--- src/rtl/core/lru_key_value_cache_unit_assert.svh ---
// Assertion macros for the LRU key/value cache: same-cycle and next-cycle implication checks.
`ifndef LRU_KEY_VALUE_CACHE_UNIT_ASSERT_SVH
`define LRU_KEY_VALUE_CACHE_UNIT_ASSERT_SVH
`ifndef SYNTHESIS
// Antecedent implies consequent in the same cycle.
`define LRUKV_ASSERT_SAME(label, ante, cons) \
    label: assert property (@(posedge clk) disable iff (!rst_n) (ante) |-> (cons)) \
        else $error("lrukv: same-cycle check failed");
// Antecedent implies consequent in the next cycle.
`define LRUKV_ASSERT_NEXT(label, ante, cons) \
    label: assert property (@(posedge clk) disable iff (!rst_n) (ante) |=> (cons)) \
        else $error("lrukv: next-cycle check failed");
`else
`define LRUKV_ASSERT_SAME(label, ante, cons)
`define LRUKV_ASSERT_NEXT(label, ante, cons)
`endif
`endif

--- src/rtl/core/lrukv_pkg.sv ---
// Shared constants and types for the LRU key/value cache.
package lrukv_pkg;

    localparam int DEF_ENTRIES    = 16;
    localparam int DEF_KEY_BITS   = 16;
    localparam int DEF_VALUE_BITS = 32;

    // Capacity register
    localparam int                CFG_BITS  = 5;
    localparam logic [CFG_BITS-1:0] CAP_RESET = 5'd16;

    // Command codes
    localparam logic CMD_GET = 1'b0;
    localparam logic CMD_PUT = 1'b1;

    // Operation broadcast to the cell row
    typedef enum logic [1:0] {
        OP_NONE,
        OP_HIT,
        OP_FILL,
        OP_EVICT
    } lrukv_op_t;

    typedef struct packed {
        lrukv_op_t op;
        logic      wr_value;
    } lrukv_ctl_t;

endpackage

--- src/rtl/core/lrukv_if.sv ---
// Channel interfaces of the LRU key/value cache: request, response and capacity write.
interface lrukv_req_if #(
    parameter int KEY_BITS   = lrukv_pkg::DEF_KEY_BITS,
    parameter int VALUE_BITS = lrukv_pkg::DEF_VALUE_BITS
);
    logic                         valid;
    logic                         ready;
    logic                         cmd;
    logic [KEY_BITS-1:0]          key;
    logic signed [VALUE_BITS-1:0] value;

    modport source (output valid, output cmd, output key, output value, input ready);
    modport sink   (input valid, input cmd, input key, input value, output ready);
endinterface

interface lrukv_rsp_if #(
    parameter int VALUE_BITS = lrukv_pkg::DEF_VALUE_BITS
);
    logic                         valid;
    logic                         ready;
    logic                         hit;
    logic signed [VALUE_BITS-1:0] read_value;
    logic                         evicted;

    modport source (output valid, output hit, output read_value, output evicted, input ready);
    modport sink   (input valid, input hit, input read_value, input evicted, output ready);
endinterface

interface lrukv_cfg_if;
    logic                          valid;
    logic                          ready;
    logic [lrukv_pkg::CFG_BITS-1:0] data;

    modport source (output valid, output data, input ready);
    modport sink   (input valid, input data, output ready);
endinterface

--- src/rtl/core/lru_key_value_cache_unit.sv ---
// Top level of the LRU key/value cache: cell row, operation decode, capacity and result register.
// Fully associative key/value cache of ENTRIES cells with least-recently-used replacement.
// For a get or put item all cells compare the key at once, the operation is decided and, at the
// accepting edge, the row updates valid bits and ranks, the target cell its key and, on a put,
// its value; the result sits in an output register from the next cycle on. One item per clock is
// sustained while the response side takes results; the critical path is the key compare across
// the cell row, the rank and hit chain from cell to cell, and the rank update. Valid bits and
// ranks clear at reset, so the cache is usable at once. The capacity register (reset 16, 0 acts
// as 1, values above ENTRIES act as ENTRIES) may be written only while no item is outstanding.
`include "lru_key_value_cache_unit_assert.svh"

module lru_key_value_cache_unit #(
    parameter int ENTRIES    = lrukv_pkg::DEF_ENTRIES,
    parameter int KEY_BITS   = lrukv_pkg::DEF_KEY_BITS,
    parameter int VALUE_BITS = lrukv_pkg::DEF_VALUE_BITS
) (
    input  logic        clk,
    input  logic        rst_n,
    lrukv_cfg_if.sink   cfg,
    lrukv_req_if.sink   req,
    lrukv_rsp_if.source rsp
);
    import lrukv_pkg::*;

    localparam int RANK_BITS = (ENTRIES > 1) ? $clog2(ENTRIES) : 1;
    localparam int CNT_BITS  = $clog2(ENTRIES + 1);
    localparam int CMP_BITS  = (CNT_BITS > CFG_BITS) ? CNT_BITS : CFG_BITS;

    logic [CFG_BITS-1:0]   cap_reg;
    logic [CNT_BITS-1:0]   count_reg;
    logic [CNT_BITS-1:0]   count_next;
    logic                  out_valid_reg;
    logic                  out_valid_next;
    logic                  hit_reg;
    logic [VALUE_BITS-1:0] read_value_reg;
    logic                  evicted_reg;

    logic                  accept;
    logic                  is_put;
    logic [CMP_BITS-1:0]   cap_wide;
    logic [CMP_BITS-1:0]   cap_eff;
    logic                  fill_ok;
    lrukv_op_t             op;
    lrukv_ctl_t            ctl;
    logic [RANK_BITS-1:0]  old_rank;
    logic [RANK_BITS-1:0]  last_rank;

    logic                  free_link  [ENTRIES+1];
    logic                  hit_link   [ENTRIES+1];
    logic [VALUE_BITS-1:0] value_link [ENTRIES+1];
    logic [RANK_BITS-1:0]  rank_link  [ENTRIES+1];
    logic [ENTRIES-1:0]    valid_vec;
    logic [ENTRIES-1:0]    match_vec;

    // Handshakes
    assign cfg.ready = 1'b1;
    assign req.ready = !out_valid_reg || rsp.ready;
    assign accept    = req.valid && req.ready;
    assign is_put    = (req.cmd == CMD_PUT);

    // Effective capacity, clamped to 1..ENTRIES
    assign cap_wide = CMP_BITS'(cap_reg);
    always_comb
    begin
        if (cap_wide == '0)
        begin
            cap_eff = CMP_BITS'(1);
        end
        else if (cap_wide > CMP_BITS'(ENTRIES))
        begin
            cap_eff = CMP_BITS'(ENTRIES);
        end
        else
        begin
            cap_eff = cap_wide;
        end
    end
    assign fill_ok = (CMP_BITS'(count_reg) < cap_eff) && free_link[ENTRIES];

    // Operation decode
    always_comb
    begin
        if (!accept)
        begin
            op = OP_NONE;
        end
        else if (hit_link[ENTRIES])
        begin
            op = OP_HIT;
        end
        else if (!is_put)
        begin
            op = OP_NONE;
        end
        else if (fill_ok)
        begin
            op = OP_FILL;
        end
        else
        begin
            op = OP_EVICT;
        end
    end

    assign ctl.op       = op;
    assign ctl.wr_value = is_put;
    assign last_rank    = RANK_BITS'(count_reg - CNT_BITS'(1));

    // Rank bound below which entries age
    always_comb
    begin
        case (op)
            OP_HIT:   old_rank = rank_link[ENTRIES];
            OP_FILL:  old_rank = RANK_BITS'(count_reg);
            OP_EVICT: old_rank = last_rank;
            default:  old_rank = '0;
        endcase
    end

    // Cell row
    assign free_link[0]  = 1'b0;
    assign hit_link[0]   = 1'b0;
    assign value_link[0] = '0;
    assign rank_link[0]  = '0;

    for (genvar i = 0; i < ENTRIES; i++)
    begin : g_cell
        lrukv_cell #(
            .KEY_BITS   (KEY_BITS),
            .VALUE_BITS (VALUE_BITS),
            .RANK_BITS  (RANK_BITS)
        ) u_cell (
            .clk       (clk),
            .rst_n     (rst_n),
            .ctl       (ctl),
            .key       (req.key),
            .value     (req.value),
            .old_rank  (old_rank),
            .last_rank (last_rank),
            .free_in   (free_link[i]),
            .free_out  (free_link[i+1]),
            .hit_in    (hit_link[i]),
            .hit_out   (hit_link[i+1]),
            .value_in  (value_link[i]),
            .value_out (value_link[i+1]),
            .rank_in   (rank_link[i]),
            .rank_out  (rank_link[i+1]),
            .valid     (valid_vec[i]),
            .key_match (match_vec[i])
        );
    end

    // Fill count and result valid
    assign count_next     = count_reg + CNT_BITS'(op == OP_FILL);
    assign out_valid_next = accept ? 1'b1 : (rsp.ready ? 1'b0 : out_valid_reg);

    always_ff @(posedge clk or negedge rst_n)
    begin
        if (!rst_n)
        begin
            cap_reg       <= CAP_RESET;
            count_reg     <= '0;
            out_valid_reg <= 1'b0;
        end
        else
        begin
            if (cfg.valid && cfg.ready)
            begin
                cap_reg <= cfg.data;
            end
            count_reg     <= count_next;
            out_valid_reg <= out_valid_next;
        end
    end

    // Result payload
    always_ff @(posedge clk)
    begin
        if (accept)
        begin
            hit_reg        <= hit_link[ENTRIES];
            read_value_reg <= (hit_link[ENTRIES] && !is_put) ? value_link[ENTRIES] : '0;
            evicted_reg    <= (op == OP_EVICT);
        end
    end

    assign rsp.valid      = out_valid_reg;
    assign rsp.hit        = hit_reg;
    assign rsp.read_value = read_value_reg;
    assign rsp.evicted    = evicted_reg;

    // Checks
    `LRUKV_ASSERT_SAME(a_count_tracks_valid, 1'b1, $countones(valid_vec) == count_reg)
    `LRUKV_ASSERT_SAME(a_key_unique, 1'b1, $onehot0(match_vec))
    `LRUKV_ASSERT_NEXT(a_evict_keeps_count, op == OP_EVICT, $stable(count_reg))

endmodule

--- src/rtl/core/lrukv_cell.sv ---
// One cache entry: key, value, valid bit and recency rank, chained to its neighbors.
module lrukv_cell #(
    parameter int KEY_BITS   = lrukv_pkg::DEF_KEY_BITS,
    parameter int VALUE_BITS = lrukv_pkg::DEF_VALUE_BITS,
    parameter int RANK_BITS  = 4
) (
    input  logic                     clk,
    input  logic                     rst_n,
    input  lrukv_pkg::lrukv_ctl_t    ctl,
    input  logic [KEY_BITS-1:0]      key,
    input  logic [VALUE_BITS-1:0]    value,
    input  logic [RANK_BITS-1:0]     old_rank,
    input  logic [RANK_BITS-1:0]     last_rank,
    input  logic                     free_in,
    output logic                     free_out,
    input  logic                     hit_in,
    output logic                     hit_out,
    input  logic [VALUE_BITS-1:0]    value_in,
    output logic [VALUE_BITS-1:0]    value_out,
    input  logic [RANK_BITS-1:0]     rank_in,
    output logic [RANK_BITS-1:0]     rank_out,
    output logic                     valid,
    output logic                     key_match
);
    import lrukv_pkg::*;

    logic [KEY_BITS-1:0]   key_reg;
    logic [VALUE_BITS-1:0] value_reg;
    logic                  valid_reg;
    logic                  valid_next;
    logic [RANK_BITS-1:0]  rank_reg;
    logic [RANK_BITS-1:0]  rank_next;
    logic                  first_free;
    logic                  victim;
    logic                  sel;

    // Lookup and chain links
    assign key_match  = valid_reg && (key_reg == key);
    assign first_free = !valid_reg && !free_in;
    assign victim     = valid_reg && (rank_reg == last_rank);
    assign free_out   = free_in | !valid_reg;
    assign hit_out    = hit_in | key_match;
    assign value_out  = value_in | (key_match ? value_reg : '0);
    assign rank_out   = rank_in | (key_match ? rank_reg : '0);
    assign valid      = valid_reg;

    // Is this cell the one the operation lands on
    always_comb
    begin
        case (ctl.op)
            OP_HIT:   sel = key_match;
            OP_FILL:  sel = first_free;
            OP_EVICT: sel = victim;
            default:  sel = 1'b0;
        endcase
    end

    // Rank: target becomes most recent, more recent entries age by one
    always_comb
    begin
        valid_next = valid_reg;
        rank_next  = rank_reg;
        if (sel)
        begin
            valid_next = 1'b1;
            rank_next  = '0;
        end
        else if ((ctl.op != OP_NONE) && valid_reg && (rank_reg < old_rank))
        begin
            rank_next = rank_reg + 1'b1;
        end
    end

    always_ff @(posedge clk or negedge rst_n)
    begin
        if (!rst_n)
        begin
            valid_reg <= 1'b0;
            rank_reg  <= '0;
        end
        else
        begin
            valid_reg <= valid_next;
            rank_reg  <= rank_next;
        end
    end

    // Payload
    always_ff @(posedge clk)
    begin
        if (sel)
        begin
            key_reg <= key;
            if (ctl.wr_value)
            begin
                value_reg <= value;
            end
        end
    end

endmodule
--- src/flat_wrapper.sv ---
// flat-port wrapper written by rule: the top's interface ports become plain ports
module lru_key_value_cache_unit_flat import lrukv_pkg::*;
#(
    parameter int ENTRIES    = lrukv_pkg::DEF_ENTRIES,
    parameter int KEY_BITS   = lrukv_pkg::DEF_KEY_BITS,
    parameter int VALUE_BITS = lrukv_pkg::DEF_VALUE_BITS
)
  (clk, rst_n, cfg_valid, cfg_data, cfg_ready, req_valid, req_cmd, req_key, req_value, req_ready, rsp_valid, rsp_hit, rsp_read_value, rsp_evicted, rsp_ready);
  lrukv_cfg_if cfg_i ();
  lrukv_req_if #(.KEY_BITS(KEY_BITS), .VALUE_BITS(VALUE_BITS)) req_i ();
  lrukv_rsp_if #(.VALUE_BITS(VALUE_BITS)) rsp_i ();
  input  logic clk;
  input  logic rst_n;
  input wire logic [$bits(cfg_i.valid)-1:0] cfg_valid;
  input wire logic [$bits(cfg_i.data)-1:0] cfg_data;
  output wire logic [$bits(cfg_i.ready)-1:0] cfg_ready;
  input wire logic [$bits(req_i.valid)-1:0] req_valid;
  input wire logic [$bits(req_i.cmd)-1:0] req_cmd;
  input wire logic [$bits(req_i.key)-1:0] req_key;
  input wire logic [$bits(req_i.value)-1:0] req_value;
  output wire logic [$bits(req_i.ready)-1:0] req_ready;
  output wire logic [$bits(rsp_i.valid)-1:0] rsp_valid;
  output wire logic [$bits(rsp_i.hit)-1:0] rsp_hit;
  output wire logic [$bits(rsp_i.read_value)-1:0] rsp_read_value;
  output wire logic [$bits(rsp_i.evicted)-1:0] rsp_evicted;
  input wire logic [$bits(rsp_i.ready)-1:0] rsp_ready;
  assign cfg_i.valid = cfg_valid;
  assign cfg_i.data = cfg_data;
  assign cfg_ready = cfg_i.ready;
  assign req_i.valid = req_valid;
  assign req_i.cmd = req_cmd;
  assign req_i.key = req_key;
  assign req_i.value = req_value;
  assign req_ready = req_i.ready;
  assign rsp_valid = rsp_i.valid;
  assign rsp_hit = rsp_i.hit;
  assign rsp_read_value = rsp_i.read_value;
  assign rsp_evicted = rsp_i.evicted;
  assign rsp_i.ready = rsp_ready;
  lru_key_value_cache_unit #(.ENTRIES(ENTRIES), .KEY_BITS(KEY_BITS), .VALUE_BITS(VALUE_BITS)) u_core (.clk(clk), .rst_n(rst_n), .cfg(cfg_i), .req(req_i), .rsp(rsp_i));
endmodule
--- config.mk ---
export PLATFORM = sky130hd
export DESIGN_NAME = lru_key_value_cache_unit_flat
export DESIGN_NICKNAME = d
export VERILOG_FILES = /design/src/rtl/core/lrukv_pkg.sv /design/src/rtl/core/lrukv_if.sv /design/src/rtl/core/lru_key_value_cache_unit.sv /design/src/rtl/core/lrukv_cell.sv /design/src/flat_wrapper.sv
export VERILOG_INCLUDE_DIRS = /design/src /design/src/rtl/core
export SDC_FILE = /design/constraint.sdc
export NUM_CORES = 1
export LEC_CHECK = 0
export BUFFER_PORTS_ARGS = -buffer_cell sky130_fd_sc_hd__buf_2
export CELL_PAD_IN_SITES_DETAIL_PLACEMENT = 1
export CELL_PAD_IN_SITES_GLOBAL_PLACEMENT = 1
export CORE_ASPECT_RATIO = 0.6
export CORE_UTILIZATION = 45
export CTS_CLUSTER_SIZE = 14
export DETAILED_ROUTE_END_ITERATION = 10
export GPL_TIMING_DRIVEN = 0
export HOLD_SLACK_MARGIN = 0.1
export PLACE_DENSITY = 0.65
export SLEW_MARGIN = 25
export SYNTH_ARGS = -nofsm -noshare
export SYNTH_HDL_FRONTEND = slang
export SYNTH_SLANG_ARGS = --single-unit
--- constraint.sdc ---
create_clock -name clk -period 6 [get_ports clk]
set_clock_uncertainty 0.15 [all_clocks]
set_input_delay 0.6 -clock clk [delete_from_list [all_inputs] [get_ports clk]]
set_output_delay 0.6 -clock clk [all_outputs]
set_load 0.05 [all_outputs]
After elaboration in Yosys (flattened, before gate mapping)
Index checks and enable logic that the tools add are counted.

Memories kept: 0. RAM bits: 0. Flip-flop bits (word level): 893. ROM bits: 0. Latch bits: 0. Output and inout port bits: 37. Bits of input ports: 59. Logic and storage cells: 440.

Equal/unequal tests: 35. Divide/modulo/power cells: 0. Multiply operators: 0. Reductions and logical operators: 150. Add/subtract/negate cells: 18. Multiplexer cells: 89. Magnitude comparators: 18. Bitwise operators: 60. Shift-type cells: 0.

Operators by type and width (count): 2-to-1 mux 32 bit (16); OR 32 bit (15); == test 16 bit (16); 2-to-1 mux 4 bit (48); logical AND 1 bit (82); adder 4 x 1 -> 4 bit, second input constant (16); == test 4 bit (16); less-than comparator 4 bit (16); OR 4 bit (15); one-hot mux 1 bit (3 select lines) (16); nonzero test 2 bit (18); zero test 1 bit (32); AND reduction 2 bit (16); OR 1 bit (30); one-hot mux 4 bit (3 select lines) (1); 2-to-1 mux 5 bit (2); 2-to-1 mux 2 bit (3); adder 5 x 1 -> 5 bit (1); > comparator 5 bit, second input constant (1); zero test 5 bit (1); less-than comparator 5 bit (1); == test 2 bit, second input constant (2); subtractor 4 x 1 -> 4 bit, second input constant (1); 2-to-1 mux 1 bit (3); other kinds (2) (2).

Logic depth before layout (Yosys ltp)
Depth after elaboration: 27. Depth in mapped cells: 19. Depth with buffers taken out: 16.

Hierarchy
A second synthesis with hierarchy kept.

Cell total of the unflattened synthesis: 2690. Area, all modules: 40152.3 um^2.

By module, submodules not included: lrukv_cell (cells each 159, times used 16, sequential area each 1566.5 um^2, area each 2383.5 um^2); lru_key_value_cache_unit (cells each 146, times used 1, sequential area each 1297.5 um^2, area each 2015.7 um^2).

Worst setup path before layout
Ideal clock, no wire load.

Path kind: input to register. Start: input rsp_ready. End: register u_core.g_cell[15].u_cell.rank_reg[3]. Stages: 12. Setup time: 84 ps. Required time: 5766 ps. Arrival time: 5588 ps. Buffers on the path: 3. Slack: 178 ps. Cell sequence: nand2b_1 -> nand2_1 -> clkbuf_1 -> inv_1 -> clkbuf_1 -> clkbuf_1 -> o21ai_0 -> ha_1 -> a211oi_1 -> nand2_1 -> or4_1 -> a21oi_1.

Word-level cells in the longest chain between the ends: 8. Elaborated cells between the ends (all ways): 14. Those cells by class: order compare: 1; eq/ne: 3; mux: 4; reduce/logical: 6.

RTL lines: start: declaration (RTL line flat_wrapper.sv:26) `input wire logic [$bits(rsp_i.ready)-1:0] rsp_ready;`; logical OR 1 bit (*) (RTL line lru_key_value_cache_unit.sv:57) `assign req.ready = !out_valid_reg || rsp.ready;`; logical AND 1 bit (*) (RTL line lru_key_value_cache_unit.sv:58) `assign accept = req.valid && req.ready;`; named net u_core.accept (RTL line lru_key_value_cache_unit.sv:38) `logic accept;`; 2-to-1 mux 2 bit (*) (RTL line lru_key_value_cache_unit.sv:83) `if (!accept)`; == test 2 bit or == test 2 x 1 -> 1 bit (tied branches) (RTL line lru_key_value_cache_unit.sv:112, lrukv_cell.sv:50); one-hot mux 4 bit (3 select lines) (RTL line lru_key_value_cache_unit.sv:112) `case (op)`; less-than comparator 4 bit (RTL line lrukv_cell.sv:68) `else if ((ctl.op != OP_NONE) && valid_reg && (rank_reg < old_rank))`; logical AND 1 bit (RTL line lrukv_cell.sv:68); nonzero test 2 bit (no line); end signal: assignment (RTL line lrukv_cell.sv:84) `rank_reg <= rank_next;`; end: declaration (RTL line lrukv_cell.sv:31) `logic [RANK_BITS-1:0] rank_reg;`.

Mark *: on every way through the listed nets, which the timed path passes. The rest lies on a longest branch. A chain may end at the register's enable or synchronous reset.

Worst setup path after layout
Start: register u_core.g_cell[8].u_cell.valid_reg. End: register u_core.g_cell[15].u_cell.rank_reg[3].

Word-level cells in the longest chain between the ends: 19. Elaborated cells between the ends (all ways): 45. Those cells by class: order compare: 1; eq/ne: 3; mux: 8; bitwise: 24; reduce/logical: 9.

RTL lines: start: declaration (RTL line lrukv_cell.sv:29) `logic valid_reg;`; start signal: assignment (RTL line lrukv_cell.sv:83) `valid_reg <= valid_next;`; zero test 1 bit (RTL line lrukv_cell.sv:41) `assign free_out = free_in | !valid_reg;`; OR 1 bit (8 in series) (RTL line lrukv_cell.sv:41); logical AND 1 bit (RTL line lru_key_value_cache_unit.sv:78) `assign fill_ok = (CMP_BITS'(count_reg) < cap_eff) && free_link[ENTRIES];`; 2-to-1 mux 1 bit (RTL line lru_key_value_cache_unit.sv:95) `else if (fill_ok)`; 2-to-1 mux 2 bit (RTL line lru_key_value_cache_unit.sv:91) `else if (!is_put)`; 2-to-1 mux 2 bit (RTL line lru_key_value_cache_unit.sv:87) `else if (hit_link[ENTRIES])`; 2-to-1 mux 2 bit (RTL line lru_key_value_cache_unit.sv:83); == test 2 bit or == test 2 x 1 -> 1 bit (tied branches) (RTL line lru_key_value_cache_unit.sv:112, lrukv_cell.sv:50); one-hot mux 4 bit (3 select lines) (RTL line lru_key_value_cache_unit.sv:112); less-than comparator 4 bit (RTL line lrukv_cell.sv:68); logical AND 1 bit (RTL line lrukv_cell.sv:68); nonzero test 2 bit (no line).

Several ways; a longest one is shown, not always the timed one.

==> flow_metrics.py <==
metrics = {
    "sta": {
        "fin_crit_sh_pct": 100,
        "setup_viol": 0,
        "max_freq_ghz": 0.167,
        "worst_slew_pin_slew_ns": 1.19,
        "grt_setup_unrepaired": "false",
        "slew_violations": 0,
        "relSlewSlack_pct": 20.4,
        "hold_ws_ns": 0.136,
        "final_hold_viol_count": 0,
        "period_minus_slack_ns": 6.00,
    },
    "synthesis": {
        "syn_area_um2": 37900,
        "synth-async-reset-ratio_pct": 10.2,
        "yosys.area_share.simple_pct": 7.63,
        "synth_xor_area_share_pct": 7.62,
        "yosysUniqueCellTypes": 70,
        "synth_fp_nets": 2606,
        "yosysWarnings": 0,
        "synthCells": 2476,
        "synth_top_family_by_area": "compound AO/OA/AOI/OAI gates",
        "ys_seq_area_share_pct": 69.5,
        "synthAdderAreaFrac_pct": 2.34,
        "synth_compound_area_share_pct": 10.6,
        "syn_avg_cell_area_um2": 15.3,
        "ys_ff_latch": 893,
        "yosysTopAreaCell": "edfxtp_1",
        "synth_mux_area_share_pct": 0.393,
        "synth-main-ff-cell": "edfxtp_1",
        "synth_top_area_share_pct": 63.5,
        "ys_top_cells_by_area": "edfxtp_1 64%, dfrtp_1 5.9%, xnor2_1 5.2%",
        "synth_edf_count": 802,
    },
    "power": {
        "peakVddDrop_mv": 0.208,
        "power.density_nw_per_um2": 366,
        "p_leak_nw": 14.4,
    },
    "floorplanning": {
        "core-area_um2": 83400,
        "start_util_pct": 45.4,
        "rows": 82,
        "fp.dieW_um": 377,
        "die_h_um": 227,
        "ios": 96,
        "dieArea_um2": 85400,
    },
    "setup_path": {
        "critical_path_depth": 16,
        "crit_path_top_delay_cell": "dfrtp_1",
        "start_kind": "flip-flop",
        "critPathKind": "flip-flop to flip-flop",
        "cp_max_fo": 10,
        "reg2reg_from": "u_core.g_cell[8].u_cell.valid",
        "critical_path.cell_chain": "nand4_1 -> nor2_1 -> nand4_1 -> o22ai_1 -> or2_2 -> clkbuf_2 -> nand2_1 -> xor2_1 -> nor3_1 -> o21ai_4 -> buf_8 -> ha_1 -> a211oi_1 -> nand2_1 -> or4_1 -> a21oi_1",
        "r2r_end": "u_core.g_cell[15].u_cell.rank_reg[3]",
        "cpPeakStageDelay_ns": 0.75,
        "r2r_slack_ns": 0.001,
        "cp_top_family": "simple AND/OR/NAND/NOR gates",
        "cp.arrival_ns": 6.44,
        "end_kind": "flip-flop",
        "reg2regPathDepth": 16,
        "cp_num_buf_inv": 2,
        "required_ns": 6.44,
    },
    "cells_and_area": {
        "drive_gt1_share_pct": 14.9,
        "largest_reg_flops": 512,
        "area_growth_pct": 15.7,
        "fin_nets": 2842,
        "final_cells": 3918,
    },
    "global_route": {
        "grt_pass1_wl_mm": 193,
        "first_global_vias": 25584,
        "track_usage_pct": 32.6,
        "grt_antenna_before_repair": 8,
        "grt_max_degree": 48,
        "gr-total-overflow": 0,
    },
    "cts": {
        "clk_pin_slew_ns": 0.07,
        "clock_sinks": 893,
        "cts_buffers": 85,
        "cts_buffer_depth": 3,
        "clock-root-buffer": "clkbuf_16",
        "cts_tree": "done",
        "h-tree-depth": 3,
        "insertion_delay_ns": 0.70,
    },
    "placement": {
        "placed_cells": 3750,
        "port_buffers": 94,
        "hpwl_mm": 94.5,
        "gp_congestion": 0.921,
    },
    "detailed_routing": {
        "drt_iter0_markers": 4019,
        "drc": 0,
        "final_antenna_net_count": 0,
        "via_per_inst": 6.68,
        "num_vias": 26169,
        "drt_pre_antenna_iters": 7,
        "routedWlPerCell_um": 35.8,
        "routed_wl_mm": 140,
    },
    "hold_path": {
        "hold_path_depth": 1,
        "hold_end": "u_core.g_cell[2].u_cell.value_reg[14]",
        "hold_start": "req_value[14]",
        "min_path_type": "primary input to flip-flop",
    },
    "run": {
        "maxCapViolCount": 0,
    },
    "status": {
        "status": "finished, final reports clean",
    },
}
## area by class of cell
class	instances	area (um^2)
Multi-Input combinational cell	1428	11100
Fill cell	7928	39600
Buffer	110	593
Antenna cell	2	5.00
Clock buffer	112	2300
Tap cell	1134	1420
Sequential cell	893	26400
Inverter	36	135
Timing Repair Buffer	158	1590
Clock inverter	45	330
## routing by layer
layer,global-route usage (%),wire [um]
met1,49.9,60700
met2,44.7,57100
met3,9.94,19100
met4,7.63,3080
met5,0,59
## synth_stat cells, drive strengths merged (37+ instances only)
| cell | instances |
|---|---|
| buf | 42 |
| edfxtp | 802 |
| xor2 | 105 |
| o21ai | 39 |
| a221oi | 142 |
| clkbuf | 77 |
| dfrtp | 90 |
| xnor2 | 225 |
| ha | 71 |
| nand3 | 53 |
| nand2 | 87 |
| nor4 | 37 |
| nor2 | 57 |
| nand4 | 80 |
| a22o | 141 |
| a21oi | 60 |
## worst max path at each step
| stage | startpoint | end | slack [ns] |
|---|---|---|---|
| final | u_core.g_cell[8].u_cell.valid | u_core.g_cell[15].u_cell.rank_reg[3] | 0.001 |
| after global routing | u_core.g_cell[4].u_cell.valid | u_core.g_cell[15].u_cell.rank_reg[1] | 0.01 |
| after CTS | req_key[15] | u_core.g_cell[15].u_cell.rank_reg[1] | 0.0005 |
| after detailed placement | req_key[1] | u_core.g_cell[12].u_cell.rank_reg[3] | -1.43 |
| after global placement | rsp_ready | u_core.g_cell[15].u_cell.rank_reg[3] | -5.09 |
| after floorplan | rsp_ready | u_core.g_cell[15].u_cell.rank_reg[3] | 0.18 |
## metrics by stage
step                      setup TNS (ns)  power (mW)  instance area (um^2)  setup WS (ns)  utilization, %
after global routing                   0        16.5                 43900         0.0106            52.6
after global placement          -1974.21        10.5                 39800          -5.09            47.7
final                                  0        16.1                 43900        0.00137            52.6
after CTS                              0        15.9                 43800       0.000516            52.5
after detailed placement         -222.66        10.7                 41000          -1.43            49.2
after floorplan                        0        9.46                 37900          0.178               -
## where the power goes
group / internal (mW) / leakage, nW / switching, mW
registers: 7.17 / 8.40 / 0.553
clock network: 2.81 / 1.29 / 2.44
logic: 1.02 / 4.73 / 2.07
## repair_timing
action                                  4_1_cts  5_1_grt
resized for setup                            10       21
endpoints found under the setup margin       64      138
endpoints found under the hold margin        52        0
hold buffers                                 14        0
pin swaps                                     1        1
buffers inserted                              3        1
## layout by cell type, fill, tap and decap left out, types with 35 or more instances in the layout
cell type / instances
a21oi_1: 55
a221oi_1: 141
a22o_1: 141
buf_2: 110
clkbuf_1: 50
clkbuf_16: 86
clkbuf_2: 35
dfrtp_1: 88
edfxtp_1: 802
ha_1: 71
inv_1: 36
nand2_1: 87
nand3_1: 53
nand4_1: 80
nor2_1: 45
xnor2_1: 224
xor2_1: 104
## kinds of logic (layout without fill, tap and decap cells)
family,count (synthesis),after routing
DFF,893,893
and+or+nand+nor,507,507
AOI/OAI and AO/OA,506,506
xor gates and xnor gates,330,330
buffers and inverters,155,461
adders and majority gates,71,71
muxes,13,13
other,1,3
(Power assumes the default switching activity.)
